==> config.mk <==
export PLATFORM = sky130hd
export DESIGN_NAME = beam_break_debounce_reporter_flat
export DESIGN_NICKNAME = d
export VERILOG_FILES = /design/src/bbdr_pkg.sv /design/src/bbdr_if.sv /design/src/bbdr_step.sv /design/src/beam_break_debounce_reporter.sv /design/src/flat_wrapper.sv
export SDC_FILE = /design/constraint.sdc
export NUM_CORES = 1
export LEC_CHECK = 0
export ABC_CLOCK_PERIOD_IN_PS = 18600
export BUFFER_PORTS_ARGS = -buffer_cell sky130_fd_sc_hd__buf_2
export CORE_MARGIN = 2
export CORE_UTILIZATION = 42
export CTS_CLUSTER_DIAMETER = 50
export DETAILED_ROUTE_END_ITERATION = 7
export PLACE_DENSITY_LB_ADDON = 0.05
export SKIP_LAST_GASP = 1
export SLEW_MARGIN = 40
export SYNTH_ARGS = -nofsm -noshare
export SYNTH_HDL_FRONTEND = slang
export SYNTH_SLANG_ARGS = --single-unit
==> constraint.sdc <==
create_clock -name clk -period 18.6 [get_ports clk]
set_input_delay 3.72 -clock clk [delete_from_list [all_inputs] [get_ports clk]]
set_output_delay 3.72 -clock clk [all_outputs]
set_load 0.01 [all_outputs]
==> src/bbdr_pkg.sv <==
// ----------------------------------------------------------------------------
// bbdr_pkg
// Shared types and constants for the beam-break debounce reporter.
// ----------------------------------------------------------------------------
package bbdr_pkg;

  localparam int TIMER_BITS = 24;
  localparam int COUNT_BITS = 32;
  localparam int DEB_W      = 16;
  localparam int GAP_W      = 16;
  localparam int HB_W       = 24;
  localparam int TOTAL_W    = 32;
  localparam int CFG_IDX_W  = 8;
  localparam int CFG_DATA_W = 32;
  localparam int CMP_W      = (TIMER_BITS > HB_W) ? TIMER_BITS : HB_W;

  localparam logic [TIMER_BITS-1:0] TIMER_MAX = {TIMER_BITS{1'b1}};

  // register indexes on the config port
  localparam logic [CFG_IDX_W-1:0] REG_DEBOUNCE    = CFG_IDX_W'(0);
  localparam logic [CFG_IDX_W-1:0] REG_MIN_GAP     = CFG_IDX_W'(1);
  localparam logic [CFG_IDX_W-1:0] REG_HEARTBEAT   = CFG_IDX_W'(2);
  localparam logic [CFG_IDX_W-1:0] REG_ACTIVE_HIGH = CFG_IDX_W'(3);

  localparam logic [DEB_W-1:0] DEBOUNCE_RST  = DEB_W'(50);
  localparam logic [GAP_W-1:0] MIN_GAP_RST   = GAP_W'(500);
  localparam logic [HB_W-1:0]  HEARTBEAT_RST = HB_W'(30000);

  typedef enum logic [1:0] {
    KIND_NONE  = 2'd0,
    KIND_STATE = 2'd1,
    KIND_COUNT = 2'd2
  } kind_t;

  // event slots in emit order
  localparam int EV_LINK  = 0;
  localparam int EV_CONF  = 1;
  localparam int EV_COUNT = 2;
  localparam int EV_HB    = 3;
  localparam int EV_N     = 4;

  typedef struct packed {
    logic [DEB_W-1:0] debounce_ticks;
    logic [GAP_W-1:0] min_gap_ticks;
    logic [HB_W-1:0]  heartbeat_ticks;
    logic             active_high;
  } cfg_t;

  // everything one tick produces
  typedef struct packed {
    logic [EV_N-1:0]       pend;
    logic                  old_conf;
    logic                  new_conf;
    logic [TOTAL_W-1:0]    old_total;
    logic [TOTAL_W-1:0]    new_total;
  } bundle_t;

endpackage

==> src/bbdr_if.sv <==
// ----------------------------------------------------------------------------
// bbdr_if
// Valid/ready channel interfaces for ticks, reports and config writes.
// ----------------------------------------------------------------------------
interface bbdr_in_if;
  logic valid;
  logic ready;
  logic pin_level;
  logic link_up;
  modport source (output valid, output pin_level, output link_up, input ready);
  modport sink   (input valid, input pin_level, input link_up, output ready);
endinterface

interface bbdr_out_if;
  logic                           valid;
  logic                           ready;
  logic [1:0]                     kind;
  logic                           beam_blocked;
  logic [bbdr_pkg::TOTAL_W-1:0]   blocked_total;
  logic                           last;
  modport source (output valid, output kind, output beam_blocked,
                  output blocked_total, output last, input ready);
  modport sink   (input valid, input kind, input beam_blocked,
                  input blocked_total, input last, output ready);
endinterface

interface bbdr_cfg_if;
  logic                              valid;
  logic                              ready;
  logic [bbdr_pkg::CFG_IDX_W-1:0]    index;
  logic [bbdr_pkg::CFG_DATA_W-1:0]   data;
  modport source (output valid, output index, output data, input ready);
  modport sink   (input valid, input index, input data, output ready);
endinterface

==> src/bbdr_step.sv <==
// ----------------------------------------------------------------------------
// bbdr_step
// Debounce / rate-limit state and the single-pass per-tick update.
// ----------------------------------------------------------------------------
module bbdr_step (
  input  logic             clk,
  input  logic             rst_n,
  input  logic             fire,
  input  logic             pin,
  input  logic             link,
  input  bbdr_pkg::cfg_t   cfg,
  output bbdr_pkg::bundle_t bundle
);
  import bbdr_pkg::*;

  logic                  started_r, raw_r, conf_r, link_was_r;
  logic [TIMER_BITS-1:0] s_raw_r, s_blk_r, s_clr_r, s_hb_r;
  logic [COUNT_BITS-1:0] cnt_r;

  logic                  started_nxt, raw_nxt, conf_nxt;
  logic [TIMER_BITS-1:0] s_raw_nxt, s_blk_nxt, s_clr_nxt, s_hb_nxt;
  logic [COUNT_BITS-1:0] cnt_nxt;

  logic                  blocked_now, conf1, link_ev, conf_ev, cnt_ev, hb_ev;
  logic [TIMER_BITS-1:0] gap;

  function automatic logic [TIMER_BITS-1:0] adv(input logic [TIMER_BITS-1:0] t);
    adv = (t == TIMER_MAX) ? TIMER_MAX : t + TIMER_BITS'(1);
  endfunction

  always_comb begin
    blocked_now = cfg.active_high ? pin : ~pin;
    started_nxt = 1'b1;
    raw_nxt     = raw_r;
    conf_nxt    = conf_r;
    s_raw_nxt   = s_raw_r;
    s_blk_nxt   = s_blk_r;
    s_clr_nxt   = s_clr_r;
    s_hb_nxt    = s_hb_r;
    cnt_nxt     = cnt_r;

    if (!started_r) begin
      raw_nxt  = blocked_now;
      conf_nxt = blocked_now;
      s_hb_nxt = '0;
    end else begin
      s_raw_nxt = adv(s_raw_r);
      s_blk_nxt = adv(s_blk_r);
      s_clr_nxt = adv(s_clr_r);
      s_hb_nxt  = adv(s_hb_r);
    end
    conf1 = conf_nxt;

    link_ev = link & ~link_was_r;
    if (link_ev) s_hb_nxt = '0;

    if (blocked_now != raw_nxt) begin
      raw_nxt   = blocked_now;
      s_raw_nxt = '0;
    end

    gap     = raw_nxt ? s_blk_nxt : s_clr_nxt;
    conf_ev = (raw_nxt != conf_nxt)
              && (CMP_W'(s_raw_nxt) >= CMP_W'(cfg.debounce_ticks))
              && (CMP_W'(gap) >= CMP_W'(cfg.min_gap_ticks));
    cnt_ev  = conf_ev & raw_nxt;
    if (conf_ev) begin
      conf_nxt = raw_nxt;
      if (raw_nxt) s_blk_nxt = '0;
      else         s_clr_nxt = '0;
      s_hb_nxt = '0;
    end
    if (cnt_ev) cnt_nxt = cnt_r + COUNT_BITS'(1);

    hb_ev = CMP_W'(s_hb_nxt) >= CMP_W'(cfg.heartbeat_ticks);
    if (hb_ev) s_hb_nxt = '0;

    bundle.pend[EV_LINK]  = link_ev;
    bundle.pend[EV_CONF]  = conf_ev;
    bundle.pend[EV_COUNT] = cnt_ev;
    bundle.pend[EV_HB]    = hb_ev;
    bundle.old_conf       = conf1;
    bundle.new_conf       = conf_nxt;
    bundle.old_total      = TOTAL_W'(cnt_r);
    bundle.new_total      = TOTAL_W'(cnt_nxt);
  end

  always_ff @(posedge clk) begin
    if (!rst_n) begin
      started_r  <= 1'b0;
      raw_r      <= 1'b0;
      conf_r     <= 1'b0;
      link_was_r <= 1'b0;
      s_raw_r    <= '0;
      s_blk_r    <= '0;
      s_clr_r    <= '0;
      s_hb_r     <= '0;
      cnt_r      <= '0;
    end else if (fire) begin
      started_r  <= started_nxt;
      raw_r      <= raw_nxt;
      conf_r     <= conf_nxt;
      link_was_r <= link;
      s_raw_r    <= s_raw_nxt;
      s_blk_r    <= s_blk_nxt;
      s_clr_r    <= s_clr_nxt;
      s_hb_r     <= s_hb_nxt;
      cnt_r      <= cnt_nxt;
    end
  end

endmodule

==> src/beam_break_debounce_reporter.sv <==
// ----------------------------------------------------------------------------
// beam_break_debounce_reporter
// Debounced, rate-limited beam-break state reporting with heartbeat.
// ----------------------------------------------------------------------------
// A tick moves from the input register through the step logic into the report
// register. Throughput: one tick per cycle while out_ch is ready and each tick
//   yields one report; a tick with n reports (1..4) holds it for n transfers.
// Reset (rst_n, synchronous, active low): state and counters cleared, config
//   back to debounce 50, min gap 500, heartbeat 30000, active low pin.
module beam_break_debounce_reporter (
  input  logic      clk,
  input  logic      rst_n,
  bbdr_in_if.sink   in_ch,
  bbdr_out_if.source out_ch,
  bbdr_cfg_if.sink  cfg_ch
);
  import bbdr_pkg::*;

  // config registers; writes should only land while idle, but the block does not enforce it; always ready
  cfg_t cfg_r;

  assign cfg_ch.ready = 1'b1;

  always_ff @(posedge clk) begin
    if (!rst_n) begin
      cfg_r.debounce_ticks  <= DEBOUNCE_RST;
      cfg_r.min_gap_ticks   <= MIN_GAP_RST;
      cfg_r.heartbeat_ticks <= HEARTBEAT_RST;
      cfg_r.active_high     <= 1'b0;
    end else if (cfg_ch.valid) begin
      case (cfg_ch.index)
        REG_DEBOUNCE:    cfg_r.debounce_ticks  <= cfg_ch.data[DEB_W-1:0];
        REG_MIN_GAP:     cfg_r.min_gap_ticks   <= cfg_ch.data[GAP_W-1:0];
        REG_HEARTBEAT:   cfg_r.heartbeat_ticks <= cfg_ch.data[HB_W-1:0];
        REG_ACTIVE_HIGH: cfg_r.active_high     <= cfg_ch.data[0];
        default: ;  // unknown index: dropped
      endcase
    end
  end

  // input register: the tick waiting for the step logic
  logic in_valid_r, in_pin_r, in_link_r;

  // report register: one tick's events, drained one transfer at a time
  logic    b_valid_r;
  bundle_t b_r;
  bundle_t step_out;

  logic            out_fire, is_last, b_free, step_fire;
  logic [EV_N-1:0] low_bit;
  kind_t           kind;
  logic            blk;
  logic [TOTAL_W-1:0] total;

  // pick the earliest pending event; empty mask means a plain status report
  always_comb begin
    low_bit = '0;
    kind    = KIND_NONE;
    blk     = b_r.new_conf;
    total   = b_r.new_total;
    if (b_r.pend[EV_LINK]) begin
      low_bit[EV_LINK] = 1'b1;
      kind  = KIND_STATE;
      blk   = b_r.old_conf;
      total = b_r.old_total;
    end else if (b_r.pend[EV_CONF]) begin
      low_bit[EV_CONF] = 1'b1;
      kind  = KIND_STATE;
      total = b_r.old_total;   // count bumps after the state event
    end else if (b_r.pend[EV_COUNT]) begin
      low_bit[EV_COUNT] = 1'b1;
      kind = KIND_COUNT;
    end else if (b_r.pend[EV_HB]) begin
      low_bit[EV_HB] = 1'b1;
      kind = KIND_STATE;
    end
    is_last = (b_r.pend & ~low_bit) == '0;
  end

  assign out_fire  = b_valid_r & out_ch.ready;
  assign b_free    = ~b_valid_r | (out_fire & is_last);
  assign step_fire = in_valid_r & b_free;
  assign in_ch.ready = ~in_valid_r | step_fire;

  assign out_ch.valid         = b_valid_r;
  assign out_ch.kind          = kind;
  assign out_ch.beam_blocked  = blk;
  assign out_ch.blocked_total = total;
  assign out_ch.last          = is_last;

  bbdr_step u_step (
    .clk    (clk),
    .rst_n  (rst_n),
    .fire   (step_fire),
    .pin    (in_pin_r),
    .link   (in_link_r),
    .cfg    (cfg_r),
    .bundle (step_out)
  );

  always_ff @(posedge clk) begin
    if (!rst_n) begin
      in_valid_r <= 1'b0;
      b_valid_r  <= 1'b0;
    end else begin
      if (in_ch.ready) in_valid_r <= in_ch.valid;
      if (b_free)      b_valid_r  <= in_valid_r;
    end
  end

  always_ff @(posedge clk) begin
    if (in_ch.valid && in_ch.ready) begin
      in_pin_r  <= in_ch.pin_level;
      in_link_r <= in_ch.link_up;
    end
    if (step_fire) begin
      b_r <= step_out;
    end else if (out_fire) begin
      b_r.pend <= b_r.pend & ~low_bit;
    end
  end

endmodule

==> src/flat_wrapper.sv <==
// flat-port wrapper written by rule: the top's interface ports become plain ports
module beam_break_debounce_reporter_flat import bbdr_pkg::*;
  (clk, rst_n, in_ch_valid, in_ch_pin_level, in_ch_link_up, in_ch_ready, out_ch_valid, out_ch_kind, out_ch_beam_blocked, out_ch_blocked_total, out_ch_last, out_ch_ready, cfg_ch_valid, cfg_ch_index, cfg_ch_data, cfg_ch_ready);
  bbdr_in_if in_ch_i ();
  bbdr_out_if out_ch_i ();
  bbdr_cfg_if cfg_ch_i ();
  input  logic clk;
  input  logic rst_n;
  input wire logic [$bits(in_ch_i.valid)-1:0] in_ch_valid;
  input wire logic [$bits(in_ch_i.pin_level)-1:0] in_ch_pin_level;
  input wire logic [$bits(in_ch_i.link_up)-1:0] in_ch_link_up;
  output wire logic [$bits(in_ch_i.ready)-1:0] in_ch_ready;
  output wire logic [$bits(out_ch_i.valid)-1:0] out_ch_valid;
  output wire logic [$bits(out_ch_i.kind)-1:0] out_ch_kind;
  output wire logic [$bits(out_ch_i.beam_blocked)-1:0] out_ch_beam_blocked;
  output wire logic [$bits(out_ch_i.blocked_total)-1:0] out_ch_blocked_total;
  output wire logic [$bits(out_ch_i.last)-1:0] out_ch_last;
  input wire logic [$bits(out_ch_i.ready)-1:0] out_ch_ready;
  input wire logic [$bits(cfg_ch_i.valid)-1:0] cfg_ch_valid;
  input wire logic [$bits(cfg_ch_i.index)-1:0] cfg_ch_index;
  input wire logic [$bits(cfg_ch_i.data)-1:0] cfg_ch_data;
  output wire logic [$bits(cfg_ch_i.ready)-1:0] cfg_ch_ready;
  assign in_ch_i.valid = in_ch_valid;
  assign in_ch_i.pin_level = in_ch_pin_level;
  assign in_ch_i.link_up = in_ch_link_up;
  assign in_ch_ready = in_ch_i.ready;
  assign out_ch_valid = out_ch_i.valid;
  assign out_ch_kind = out_ch_i.kind;
  assign out_ch_beam_blocked = out_ch_i.beam_blocked;
  assign out_ch_blocked_total = out_ch_i.blocked_total;
  assign out_ch_last = out_ch_i.last;
  assign out_ch_i.ready = out_ch_ready;
  assign cfg_ch_i.valid = cfg_ch_valid;
  assign cfg_ch_i.index = cfg_ch_index;
  assign cfg_ch_i.data = cfg_ch_data;
  assign cfg_ch_ready = cfg_ch_i.ready;
  beam_break_debounce_reporter u_core (.clk(clk), .rst_n(rst_n), .in_ch(in_ch_i), .out_ch(out_ch_i), .cfg_ch(cfg_ch_i));
endmodule
After elaboration in Yosys (flattened, before gate mapping) --
Index checks and enable logic that the tools add are counted. W data, S select, Z words.
Operators by class: bitwise gates (word level) 13, muxes and demuxes 39, reductions and logical operators 10, equality and inequality tests 9, $add $sub $neg 5, magnitude comparators 3
Operators with widths (count):
- $mux W24 | 17
- $add A24 B1 Y24 const B | 4
- $eq A24 B24 Y1 const B | 4
- $mux W32 | 3
- $ge A24 B16 Y1 | 2
- $add A32 B1 Y32 const B | 1
- $ge A24 B24 Y1 | 1
- $eq A8 B2 Y1 const B | 2
- $mux W1 | 12
- $eq A8 B1 Y1 const B | 1
- $logic_not A8 Y1 | 1
- $mux W2 | 4
- $mux W4 | 2
- $reduce_and A2 Y1 | 4
- $and A1 B1 Y1 | 5
- $and A4 B4 Y4 | 1
- $logic_not A4 Y1 | 1
- $not A1 Y1 | 4
- $not A4 Y4 | 1
- $logic_and A1 B1 Y1 | 3
- $mux W3 | 1
- $ne A1 B1 Y1 | 2
- $or A1 B1 Y1 | 2
- $reduce_bool A2 Y1 | 1
Word-level totals: input bits 47, bits in registers 263, output and inout bits 39

Logic depth before layout (Yosys ltp) --
depth after elaboration 12, mapped depth 31, depth with buffers taken out 26

Cells and area by module --
From an unflattened synthesis, not the netlist that was laid out.
Unflattened totals: cell total of the unflattened synthesis 1757, area total of the unflattened synthesis 15372.2 um^2
Modules (own cells, without submodules):
- bbdr_step | times used 1, cells an instance 1399, area an instance 10490.1 um^2
- beam_break_debounce_reporter | times used 1, cells an instance 358, area an instance 4882.2 um^2

Worst setup path after synthesis --
Ideal clock, no wire load.
kind input port to output port, start point input out_ch_ready, end point output in_ch_ready, data required time 14.880 ns, stages on the path 2, slack 10.741 ns, arrival 4.139 ns, buffers on the path 0, cell sequence a21boi_0 nand2_1
Between the ends: longest elaborated chain between the ends 5
RTL lines:
- start, declared | line flat_wrapper.sv:18 | input wire logic [$bits(out_ch_i.ready)-1:0] out_ch_ready;
- $and A1 B1 Y1 | line beam_break_debounce_reporter.sv:80 | assign out_fire = b_valid_r & out_ch.ready;
- $and A1 B1 Y1 | line beam_break_debounce_reporter.sv:81 | assign b_free = ~b_valid_r | (out_fire & is_last);
- $or A1 B1 Y1 | line beam_break_debounce_reporter.sv:81
- $and A1 B1 Y1 | line beam_break_debounce_reporter.sv:82 | assign step_fire = in_valid_r & b_free;
- $or A1 B1 Y1 | line beam_break_debounce_reporter.sv:83 | assign in_ch.ready = ~in_valid_r | step_fire;
- end, declared | line flat_wrapper.sv:12 | output wire logic [$bits(in_ch_i.ready)-1:0] in_ch_ready;
No other way between the ends.

Worst setup path in the final report --
Same ends and word-level chain as after synthesis.

==> flow_summary.yaml <==
run_status:
  status: "finished clean"
cells_and_area:
  layout_commonest_cell: "nand2_1"
  multiInputGateArea_mm2: 0.00834
  final_cells: 2241
  n_antenna_cell: 0
  nets: 1859
  post-route-cell-area_mm2: 0.0171
  fillers: 3432
  syn_to_final_growth_pct: 14.1
  postLayoutCoreUtil_pct: 48.3
  final_cell_mix: "212 x nand2_1, 191 x dfxtp_1, 143 x a21oi_1"
  seq_area_mm2: 0.00599
  drive_gt1_share_pct: 13.8
power:
  switching_share_pct: 24.0
  irDropWorstVdd_mv: 0.0747
  intPower_mw: 1.08
  p_clk_share_pct: 52.3
  p_total_mw: 1.42
  combPwrFrac_pct: 5.6
  power_frac_seq_pct: 42.1
  p_leak_nw: 6.48
  switchingPower_uw: 341
  powerDensity_mw_per_mm2: 83.4
sta:
  hold_viol_final: 0
  drv_slew: 0
  slew_headroom_pct: 44.1
  tns_ns: 0
  setup_viol: 0
  rsz0062_at_grt: "no"
  fin_ws_ns: 10.40
  worst-slew-pin-transition_ns: 0.839
  finalCritPeriodShare_pct: 44.1
  holdWs_ns: 0.449
  skew_ns: 0.0275
  fmax_mhz: 122
  finalCriticalPeriod_ns: 8.20
grt:
  grt_pass1_vias: 11856
  grt_pass1_wl_um: 62200
  grt_max_degree: 84
  grt.total_usage_pct: 20.9
  grt.overflow.total: 0
  antenna_found_initial: 0
cts:
  cts_num_sinks: 263
  cts_buffers: 38
  cts_max_level: 2
  post_cts_buffers: 0
  clk_pin_slew_worst_paths_ns: 0.06
  cts_root_buf: "clkbuf_16"
  ctsHoldBuffers: 0
  ctsResizeCount: 0
  clk_path_buf_depth: 3
  cts_tree: "done"
  clk-insertion-delay-late_ns: 0.54
worst_setup_path:
  start_kind: "input port"
  required_ns: 14.88
  cp_max_fo: 4
  crit_type: "in2out"
  cp-end-kind: "output pin"
  arrival_ns: 4.48
synthesis:
  yosys_warnings: 0
  synthAdderAreaFrac_pct: 5.17
  syn_inst: 1725
  synthFlopType: "dfxtp_1"
  syn_area_per_cell_um2: 8.66
  yosysUniqueCellTypes: 75
  synth_area_mm2: 0.0149
  synth_edf_count: 72
  synth_compound_area_share_pct: 17.1
  syn-num-nets: 1833
  synthXorXnorAreaFrac_pct: 5.45
  seq_area_frac_synth_pct: 40.1
  yosys.area_share.simple_pct: 20.9
  ys_async_sr_fraction_pct: 0
  synthMuxAreaShare_pct: 6.41
  ys_seq_elements: 263
  synth_top_family_by_area: "simple AND/OR/NAND/NOR gates"
floorplanning:
  io_pins: 86
  die_area_mm2: 0.0371
  initial_core_util_pct: 42.3
  die_w_um: 193
  die_h_um: 193
  core_area_mm2: 0.0353
  row_count: 69
placed_design:
  pre_cts_ws_ns: 10.27
  io_buffers: 76
  dp_cells: 2172
  post-dp-hpwl_um: 25500
  placed_area_mm2: 0.0157
  place_congestion: 0.764
routing:
  routedWlPerCell_um: 17.2
  routed_wl_um: 38600
  vias_per_cell: 5.60
  vias: 12547
  firstDrtPassIters: 5
  drc_errors: 0
  ant_nets: 0
  dr.first_iter.drc_count: 738
run:
  maxCapViolCount: 0
hold_path:
  hp-class: "reg2reg"
## critical path: stages
cell	delay, ns
buf_2	0.10
a21boi_0	0.38
nand2_1	0.12
buf_2	0.16
## power by group through the flow
stage	combinational [mW]	sequential, mW	clock (mW)
finish	0.0802	0.599	0.743
detailed placement	0.0810	0.611	0
floorplan	0.0494	0.610	0
global placement	0.0792	0.611	0
global route	0.0887	0.599	0.784
CTS	0.0812	0.599	0.761
## cell families (layout without fill, tap and decap cells)
logic type | Yosys count | after routing
flops | 263 | 263
mux | 91 | 91
simple gates | 637 | 637
compound gates | 388 | 388
xor+xnor | 93 | 93
buf+inv | 190 | 245
fa+ha+maj | 62 | 62
other cells | 1 | 1
## per-layer routing
metal | share of wire, % | up-vias | track usage [%]
met3 | 4.0 | 62 | 3.38
met5 | 0 | - | 0
met2 | 46 | 203 | 34.2
li1 | - | 6295 | -
met4 | 2.2 | 0 | 5.99
met1 | 48 | 5987 | 28.3
## path summary, 6_finish.rpt
kind,start,end,slack [ns],cells past startpoint
max,out_ch_ready,in_ch_ready,10.40,4
min,u_core.u_step.link_was_r,u_core.u_step.link_was_r,0.45,2
max reg2reg,u_core.u_step.started_r,u_core.u_step.s_hb_r[16],10.55,26
min reg2reg,u_core.u_step.link_was_r,u_core.u_step.link_was_r,0.45,2
## final cells by class
class / count / area share [%]
multi-input combinational: 1272 / 48.9
sequential: 263 / 35.1
clock buffer: 41 / 5.83
tap: 461 / 3.38
timing repair buffer: 96 / 3.22
inverter: 80 / 1.80
clock inverter: 28 / 1.78
## cell usage after synthesis (5+ instances only)
cell type | n | area share [%]
nor3_1 | 31 | 1.0
nand4_1 | 44 | 1.8
dfxtp_1 | 191 | 26
nor2b_1 | 6 | 0.25
a22oi_1 | 5 | 0.25
inv_1 | 78 | 2.0
a21oi_1 | 143 | 4.8
mux2i_1 | 54 | 3.6
nand2_1 | 212 | 5.3
nor4_1 | 14 | 0.59
a41o_1 | 7 | 0.47
a311oi_1 | 10 | 0.59
a31oi_1 | 20 | 0.84
nand3_1 | 60 | 2.0
a211oi_1 | 14 | 0.70
a21o_1 | 11 | 0.55
and4_1 | 17 | 1.0
o211ai_1 | 15 | 0.75
o21a_1 | 6 | 0.30
a22o_1 | 14 | 0.82
o31ai_1 | 20 | 1.0
buf_2 | 9 | 0.30
o21ai_0 | 59 | 2.0
nand2b_1 | 29 | 1.2
or3_1 | 16 | 0.67
a221o_1 | 5 | 0.33
o221a_2 | 8 | 0.60
xnor2_1 | 65 | 3.8
ha_1 | 61 | 5.1
a31o_2 | 15 | 0.88
edfxtp_1 | 72 | 14
and2_1 | 16 | 0.67
xor2_1 | 28 | 1.6
clkbuf_1 | 94 | 2.4
mux2_2 | 37 | 2.8
buf_1 | 6 | 0.15
and3_1 | 46 | 1.9
nor2_1 | 121 | 3.0
## registers in the layout (all words and copies together), names as in the netlist, 24 cells and up
| name | count |
|---|---|
| u_core.u_step.s_hb_r | 24 |
| u_core.u_step.s_clr_r | 24 |
| u_core.u_step.cnt_r | 32 |
| u_core.b_r | 70 |
| u_core.cfg_r | 57 |
| u_core.u_step.s_blk_r | 24 |
| u_core.u_step.s_raw_r | 24 |
Note: power is estimated with default switching activity, not from simulation.
